### config.mk
export PLATFORM = sky130hd
export DESIGN_NAME = qxmm_pulse
export DESIGN_NICKNAME = d
export VERILOG_FILES = /design/src/sv/qxmm_pkg.sv /design/src/sv/qxmm_pulse.sv
export SDC_FILE = /design/constraint.sdc
export NUM_CORES = 1
export LEC_CHECK = 0
export ABC_AREA = 1
export BUFFER_PORTS_ARGS = -buffer_cell sky130_fd_sc_hd__buf_4
export CAP_MARGIN = 5
export CORE_MARGIN = 8
export CORE_UTILIZATION = 60
export DETAILED_ROUTE_END_ITERATION = 10
export PLACE_DENSITY = 0.76
export SLEW_MARGIN = 20
export SYNTH_ARGS = -nofsm -noshare
export SYNTH_HDL_FRONTEND = slang
export SYNTH_SLANG_ARGS = --single-unit
### constraint.sdc
create_clock -name clk -period 5.8 [get_ports clk]
set_input_delay 0.29 -clock clk [delete_from_list [all_inputs] [get_ports clk]]
set_output_delay 0.29 -clock clk [all_outputs]
set_load 0.02 [all_outputs]
### src/sv/qxmm_pkg.sv
// Shared types and constants for the quad X motor mixer.
package qxmm_pkg;

  // Widths of the fixed fields
  localparam int MIX_W   = 18;  // signed sum of four 16-bit terms
  localparam int LVL_W   = 15;  // level field width
  localparam int PULSE_W = 12;  // pulse field width
  localparam int DIFF_W  = 13;  // signed max - min
  localparam int CFG_W   = 15;  // widest register
  localparam int IDX_W   = 2;

  // Divide by 100 through a reciprocal: exact for any value below 2^QOFF_W
  localparam int QOFF_W    = 20;
  localparam int RECIP_M_W = 21;
  localparam int RECIP_SH  = 27;
  localparam int REC_W     = QOFF_W + RECIP_M_W;
  localparam int QD_W      = REC_W - RECIP_SH;
  localparam logic [RECIP_M_W-1:0] RECIP_M = 21'd1342178;

  // Quotient bias: 100 * 4096 added before dividing, 4096 taken off after
  localparam logic [QOFF_W:0]          DIV_BIAS  = 21'd409600;
  localparam logic signed [QD_W-1:0]   QUOT_BIAS = 14'sd4096;
  localparam int                       SQ_W      = QOFF_W + 1;

  // Register reset values
  localparam logic [PULSE_W-1:0] MIN_PULSE_RST = 12'd1000;
  localparam logic [PULSE_W-1:0] MAX_PULSE_RST = 12'd2000;
  localparam logic [LVL_W-1:0]   MIN_MOTOR_RST = 15'd2560;

  typedef enum logic [IDX_W-1:0] {
    CFG_MIN_PULSE = 2'd0,
    CFG_MAX_PULSE = 2'd1,
    CFG_MIN_MOTOR = 2'd2
  } cfg_idx_t;

  typedef struct packed {
    logic [PULSE_W-1:0] min_pulse;
    logic [PULSE_W-1:0] max_pulse;
  } pulse_cfg_t;

endpackage

### src/sv/qxmm_pulse.sv
// Level to pulse width mapping for one motor: three register stages.
module qxmm_pulse #(
  parameter int FRAC_BITS = 8,
  localparam int FS = 100 * (2 ** FRAC_BITS),
  localparam int LW = $clog2(FS + 1)
) (
  input  logic                        clk,
  input  qxmm_pkg::pulse_cfg_t        cfg,
  input  logic [LW-1:0]               level,
  output logic [qxmm_pkg::PULSE_W-1:0] pulse
);

  localparam int PW = LW + 1 + qxmm_pkg::DIFF_W;

  logic signed [qxmm_pkg::DIFF_W-1:0] diff;
  logic signed [PW-1:0]               prod_nxt, prod_r, shifted;
  logic signed [qxmm_pkg::SQ_W-1:0]   quot_s;
  logic [qxmm_pkg::QOFF_W:0]          biased;
  logic [qxmm_pkg::REC_W-1:0]         rec_nxt, rec_r;
  logic signed [qxmm_pkg::QD_W-1:0]   quot;
  logic signed [qxmm_pkg::PULSE_W+2:0] pw, min_s, max_s;
  logic [qxmm_pkg::PULSE_W-1:0]       pulse_nxt, pulse_r;

  assign diff = $signed({1'b0, cfg.max_pulse}) - $signed({1'b0, cfg.min_pulse});
  assign prod_nxt = $signed({1'b0, level}) * diff;

  // floor(x / (100 * 2^F)) = floor(floor(x / 2^F) / 100)
  assign shifted = prod_r >>> FRAC_BITS;
  assign quot_s  = shifted[qxmm_pkg::SQ_W-1:0];
  assign biased  = $unsigned(quot_s) + qxmm_pkg::DIV_BIAS;
  assign rec_nxt = qxmm_pkg::REC_W'(biased[qxmm_pkg::QOFF_W-1:0])
                 * qxmm_pkg::REC_W'(qxmm_pkg::RECIP_M);

  assign quot  = $signed(rec_r[qxmm_pkg::REC_W-1:qxmm_pkg::RECIP_SH]) - qxmm_pkg::QUOT_BIAS;
  assign min_s = $signed({3'b000, cfg.min_pulse});
  assign max_s = $signed({3'b000, cfg.max_pulse});

  always_comb begin
    pw = min_s + (qxmm_pkg::PULSE_W + 3)'(quot);
    if (pw < min_s) begin
      pw = min_s;
    end
    if (pw > max_s) begin
      pw = max_s;
    end
    pulse_nxt = pw[qxmm_pkg::PULSE_W-1:0];
  end

  always_ff @(posedge clk) begin
    prod_r  <= prod_nxt;
    rec_r   <= rec_nxt;
    pulse_r <= pulse_nxt;
  end

  assign pulse = pulse_r;

endmodule

==> flow_metrics.py, run 1 <==
metrics = {
    "global_routing": {
        "antenna_found_initial": 1,
        "grt_pass1_vias": 16508,
        "overflow": 0,
        "grt_max_degree": 19,
        "track_usage_pct": 28.1,
        "grt_pass1_wl_mm": 81.1,
    },
    "die": {
        "placementRows": 63,
        "fp.dieW_um": 189,
        "die-area_um2": 35600,
        "initial_core_util_pct": 60.6,
        "die_h_um": 189,
        "io_pins": 52,
        "fp.coreArea_um2": 29500,
    },
    "timing": {
        "finalSetupViolCount": 10,
        "hold_slack_ns": 0.262,
        "min_period_ns": 5.95,
        "period_share_pct": 103,
        "grt_setup_unrepaired": "yes",
        "finClkSkew_ns": 0.0110,
        "fmax_ghz": 0.168,
        "relSlewSlack_pct": 67.4,
        "hold_viol": 0,
        "worst_pin_slew_ns": 0.489,
        "layout_setup_ws_ns": -0.154,
        "report.final.slew_viol_count": 0,
    },
    "worst_setup_path": {
        "crit_fanout": 9,
        "path_class": "input port to flop",
        "crit_arrival_ns": 6.15,
        "critPathMaxStageDelay_ns": 0.56,
        "crit_slowest_cell": "fa_1",
        "cpMostUsedCell": "fa_1",
        "worstPathCellList": "buf_4 > inv_1 > ha_1 > a21oi_1 > a21boi_2 > nand2_2 > a21oi_4 > xor2_4 > buf_4 > inv_6 > nor2_1 > fa_1 > fa_1 > fa_1 > fa_1 > fa_1 > ha_1 > ha_4 > a21oi_2 > o21a_1 > a21boi_4 > o21ai_4 > buf_4 > xor2_2",
        "cp-start-kind": "input port",
        "cp.required_ns": 5.99,
        "endpoint_kind": "flop",
    },
    "clock_network": {
        "clock_sinks": 46,
        "cts_max_level": 2,
        "clk_pin_slew_worst_paths_ns": 0.07,
        "cts_tree": "yes",
        "ctsHoldBuffers": 0,
        "worstSkewPairLatency_ns": 0.31,
        "cts_root_buffer": "clkbuf_16",
        "clk_path_buf_depth": 2,
        "cts_buffers": 5,
    },
    "cells_and_area": {
        "instances_no_fill": 2848,
        "fill_cells": 2151,
        "diodes": 0,
        "drive_above_1_share_pct": 23.1,
        "postLayoutCoreUtil_pct": 74.2,
        "area_delta_synth_final_pct": 22.3,
        "fin_nets": 3144,
    },
    "yosys": {
        "synth_cells": 2206,
        "yosysWarnings": 0,
        "ys_seq_area_share_pct": 5.15,
        "ys.flop_type": "dfxtp_1",
        "synth_top_area_share_pct": 32.0,
        "yosys-top-cells-area": "fa_1 (32%), ha_1 (25%), inv_1 (11%)",
        "synth_common_cells": "inv_1 (522), nand2_1 (389), ha_1 (361)",
        "synth_enable_flop_cells": 0,
        "synth-async-reset-ratio_pct": 0,
        "avgSynthCellArea_um2": 8.10,
        "netlist_area_um2": 17900,
        "synthDistinctLibCells": 51,
        "synthesis.nets": 2893,
        "synth.largest_area_cell": "fa_1",
        "post-synth-top-count-cell": "inv_1",
        "synth-seq-cells": 46,
    },
    "place": {
        "gp_congestion": 0.951,
        "portBuffers": 51,
        "place_inst": 2817,
        "dp_hpwl_mm": 42.6,
    },
    "worst_hold_path": {
        "hold_class": "input port to flop",
    },
    "detailed_routing": {
        "num_vias": 15662,
        "drtAntennaViolNets": 0,
        "wl_met3_mm": 3.94,
        "wl_per_cell_um": 18.1,
        "vias_per_cell": 5.50,
        "routed.top_layer": "met5",
        "wl_met2_mm": 24.9,
        "drt-pass1-iter-count": 5,
        "wl_met1_mm": 20.9,
        "first_iter_violations": 1221,
        "drc_errors": 0,
        "route.final.wire_length_mm": 51.5,
    },
    "outcome": {
        "violations": "negative setup slack",
        "outcome": "finished, violations left",
    },
    "job": {
        "drv_cap": 0,
    },
}
## cells in the final DEF, fill, tap and decap left out, types with 5 or more instances in the layout
cell type / synthesis / layout
a21o_1: 10 / 10
a21oi_1: 78 / 50
a21oi_2: 1 / 27
a31oi_1: 11 / 8
and2_1: 7 / 7
buf_12: 1 / 6
buf_4: 3 / 263
buf_6: 1 / 8
clkbuf_16: 0 / 5
dfxtp_1: 46 / 36
dfxtp_2: 0 / 8
fa_1: 286 / 273
fa_2: 0 / 13
ha_1: 361 / 314
ha_4: 0 / 46
inv_1: 522 / 491
inv_2: 9 / 37
nand2_1: 389 / 351
nand2_2: 14 / 44
nand2_4: 1 / 9
nand3_1: 96 / 91
nand3_2: 4 / 9
nand4_1: 17 / 17
nor2_1: 144 / 121
nor2_2: 1 / 15
nor2_4: 1 / 10
nor3_1: 20 / 14
nor3_2: 3 / 7
o21a_1: 5 / 5
o21ai_0: 52 / 34
o21ai_1: 2 / 9
o21ai_2: 3 / 10
o21bai_1: 7 / 7
or2_2: 10 / 9
xnor2_1: 10 / 9
xor2_1: 32 / 26
## metal layers
| layer | vias up | GRT usage (%) |
|---|---|---|
| li1 | 7326 | - |
| met5 | - | 0 |
| met2 | 587 | 47.3 |
| met1 | 7609 | 36.4 |
| met4 | 2 | 8.27 |
| met3 | 138 | 5.25 |
## per-stage QoR
stage          area (µm²)  setup slack (ns)  setup TNS, ns
2_1_floorplan       18000            -0.104         -0.361
3_3_place_gp        20300            -0.548         -10.07
3_5_place_dp        20300            -0.611         -12.51
4_1_cts             20800           -0.0829         -0.588
5_1_grt             21900            -0.389          -4.92
6_report            21900            -0.154         -0.555
## worst paths after layout
| kind | from | slack, ns | to | depth (start not counted) |
|---|---|---|---|---|
| setup / recovery | cfg[19] | -0.15 | prod_r[14]$_DFF_P_ | 24 |
| hold / removal | cfg[7] | 0.26 | pulse[7]$_DFF_P_ | 3 |
| setup reg to reg | prod_r[22]$_DFF_P_ | 0.01 | rec_r[30]$_DFF_P_ | 25 |
| hold reg to reg | rec_r[27]$_DFF_P_ | 0.89 | pulse[0]$_DFF_P_ | 5 |
## cells by family after synthesis
logic type / share of synthesized area, %
simple gates: 17.3
fa+ha+maj: 57.3
buf+inv: 12.1
compound gates: 5.80
flops: 5.15
xor+xnor: 2.30
## layout make-up
class	instances	area (µm²)	area share (%)
flip-flops and latches	46	938	4.29
repair buffers	278	2200	10.1
clock buffers	5	125	0.572
clock inverters	3	43.8	0.200
multi-input cells	1595	16100	73.5
well taps	390	488	2.23
inverters	531	2010	9.19
## sequential cells by signal, indices dropped and copies added, names as in the netlist
name / cells
pulse: 12
prod_r: 20
rec_r: 14
## repair_timing
item	4_1_cts	5_1_grt
gates resized for setup	74	209
pin swaps	45	110
setup endpoints to repair	32	32
buffers inserted	5	18
## critical path, delay by kind of cell
family | cells | cell delay [ns]
XOR/XNOR | 2 | 0.35
adder cells (fa/ha/maj) | 8 | 3.39
buffers and inverters | 5 | 0.59
AO/OA/AOI/OAI | 7 | 1.30
AND/OR/NAND/NOR | 2 | 0.24
Power of run 1 is not shown: default switching activity piles up to over one toggle a cycle in this logic, so the estimate is an artifact.
==> run 2, diff against run 1 <==
BUFFER_PORTS_ARGS = unset   (was -buffer_cell sky130_fd_sc_hd__buf_4)
DONT_BUFFER_PORTS = 1   (was unset)
PLACE_DENSITY = 0.75   (was 0.76)
SLEW_MARGIN = 25   (was 20)
==> run 2 against run 1 <==
  * The run still ends with negative setup slack left
  * Via count is 2.8% lower
  * Die area unchanged
  * Fmax increased by 2.0%
  * Utilization shrank 3.5 points
  * First-iteration DRC count down 4.5%
  * Non-clock buffer count down 84
  * Hold slack got worse by 0.13 ns
  * Count of clock-buffer cells in the layout did not move
  * Clock skew fell by 0.0030 ns
  * Global-route usage fell by 0.44 points
  * Critical path depth up 4
==> flow_metrics.py, run 2 (synthesis gave the netlist of run 1 again) <==
metrics = {
    "worst_setup_path": {
        "path_class": "input port to flop",
        "cp-start-kind": "input port",
        "crit_arrival_ns": 6.05,
        "endpoint_kind": "flop",
        "cpMostUsedCell": "fa_1",
        "critPathMaxStageDelay_ns": 0.52,
        "cp.required_ns": 6.01,
        "crit_fanout": 5,
        "reg2regPathDepth": 27,
        "crit_slowest_cell": "fa_1",
    },
    "global_routing": {
        "overflow": 0,
        "use_met3_pct": 6.04,
        "antenna_found_initial": 0,
        "grt_pass1_wl_mm": 80.0,
        "grt_pass1_vias": 16120,
        "met1_usage_pct": 35.6,
        "track_usage_pct": 27.7,
        "grt_max_degree": 19,
        "met2_usage_pct": 45.8,
        "top_usage_layer": "met2",
    },
    "worst_hold_path": {
        "hold_depth": 2,
        "hold_class": "input port to flop",
    },
    "detailed_routing": {
        "route.final.wire_length_mm": 50.0,
        "vias_per_cell": 5.51,
        "wl_per_cell_um": 18.1,
        "drtAntennaViolNets": 0,
        "first_iter_violations": 1166,
        "drt-pass1-iter-count": 6,
        "num_vias": 15231,
        "drc_errors": 0,
    },
    "die": {
        "io_pins": 52,
        "fp.coreArea_um2": 29500,
        "placementRows": 63,
        "die_h_um": 189,
        "fp.dieW_um": 189,
        "die-area_um2": 35600,
        "initial_core_util_pct": 60.6,
    },
    "timing": {
        "fmax_ghz": 0.171,
        "finClkSkew_ns": 0.00802,
        "period_share_pct": 101,
        "layout_setup_ws_ns": -0.0388,
        "hold_viol": 0,
        "grt_setup_unrepaired": "yes",
        "min_period_ns": 5.84,
        "finalSetupViolCount": 1,
        "relSlewSlack_pct": 67.8,
        "report.final.slew_viol_count": 0,
        "worst_pin_slew_ns": 0.482,
    },
    "place": {
        "portBuffers": 0,
        "dp_hpwl_mm": 42.6,
        "gp_congestion": 0.971,
    },
    "clock_network": {
        "cts_buffers": 5,
        "cts_tree": "yes",
        "cts_max_level": 2,
        "cts_root_buffer": "clkbuf_16",
        "ctsHoldBuffers": 0,
        "clk_path_buf_depth": 2,
        "worstSkewPairLatency_ns": 0.30,
        "clock_sinks": 46,
        "clk_pin_slew_worst_paths_ns": 0.07,
    },
    "job": {
        "drv_cap": 0,
    },
    "cells_and_area": {
        "diodes": 0,
        "largest_register_ffs": 20,
        "drive_above_1_share_pct": 18.0,
        "final_common_cell": "inv_1",
        "top_register": "prod_r",
        "final_cell_mix": "inv_1 (500), nand2_1 (363), ha_1 (324), fa_1 (276), buf_4 (188)",
        "fin_nets": 3062,
        "postLayoutCoreUtil_pct": 70.7,
        "area_delta_synth_final_pct": 16.6,
    },
    "outcome": {
        "outcome": "finished, violations left",
        "violations": "negative setup slack",
    },
}
run 2: changes by cell type in the layout (fill, tap and decap cells not counted), moves of 10 or more:
cell | before | now
buf_4 | 263 | 188
nand2_1 | 351 | 363
ha_1 | 314 | 324
ha_4 | 46 | 36
inv_2 | 37 | 27
run 2: metal layers:
layer	part of all wire, %	vias up
li1	-	7151
met1	41	7394
met2	48	534
met3	7.6	152
met4	3.9	0
met5	0	-
run 2: what timing repair did:
item	in CTS	in global routing
endpoints found under the setup margin	27	44
gates cloned	0	2
gates resized for setup	36	168
setup buffers	1	15
pin swaps	8	69
run 2: metrics by stage:
stage	setup WS (ns)	area, µm²	TNS [ns]	hold slack, ns	std cells
finish	-0.0388	20800	-0.0388	0.129	2766
global route	-0.321	20800	-4.27	0.131	2766
CTS	-0.00245	20000	-0.00245	0.120	2749
detailed placement	-0.442	19700	-8.70	0.438	2740
global placement	-0.389	19700	-7.02	0.435	2740
floorplan	-0.104	18000	-0.361	0.428	2206
run 2: layout make-up:
class,instances,area [µm²]
multi-input cells,1595,15700
fillers,2271,8640
inverters,531,2010
repair buffers,194,1510
flip-flops and latches,46,941
well taps,390,488
clock buffers,5,125
clock inverters,3,43.8
repair inverters,2,15.0
run 2: critical path: cells and delay by family:
family,cells,cell delay (ns)
fa+ha+maj,9,3.82
xor+xnor,2,0.41
buf+inv,6,0.29
simple gates,6,0.49
compound gates,5,0.73
run 2: path summary, 6_finish.rpt:
| check | startpoint | endpoint | slack, ns |
|---|---|---|---|
| max | cfg[0] | prod_r[22]$_DFF_P_ | -0.04 |
| min | cfg[5] | pulse[5]$_DFF_P_ | 0.13 |
| max reg2reg | prod_r[22]$_DFF_P_ | rec_r[34]$_DFF_P_ | 0.05 |
| min reg2reg | rec_r[27]$_DFF_P_ | pulse[0]$_DFF_P_ | 0.92 |
Power of run 2 is left out for the same reason.
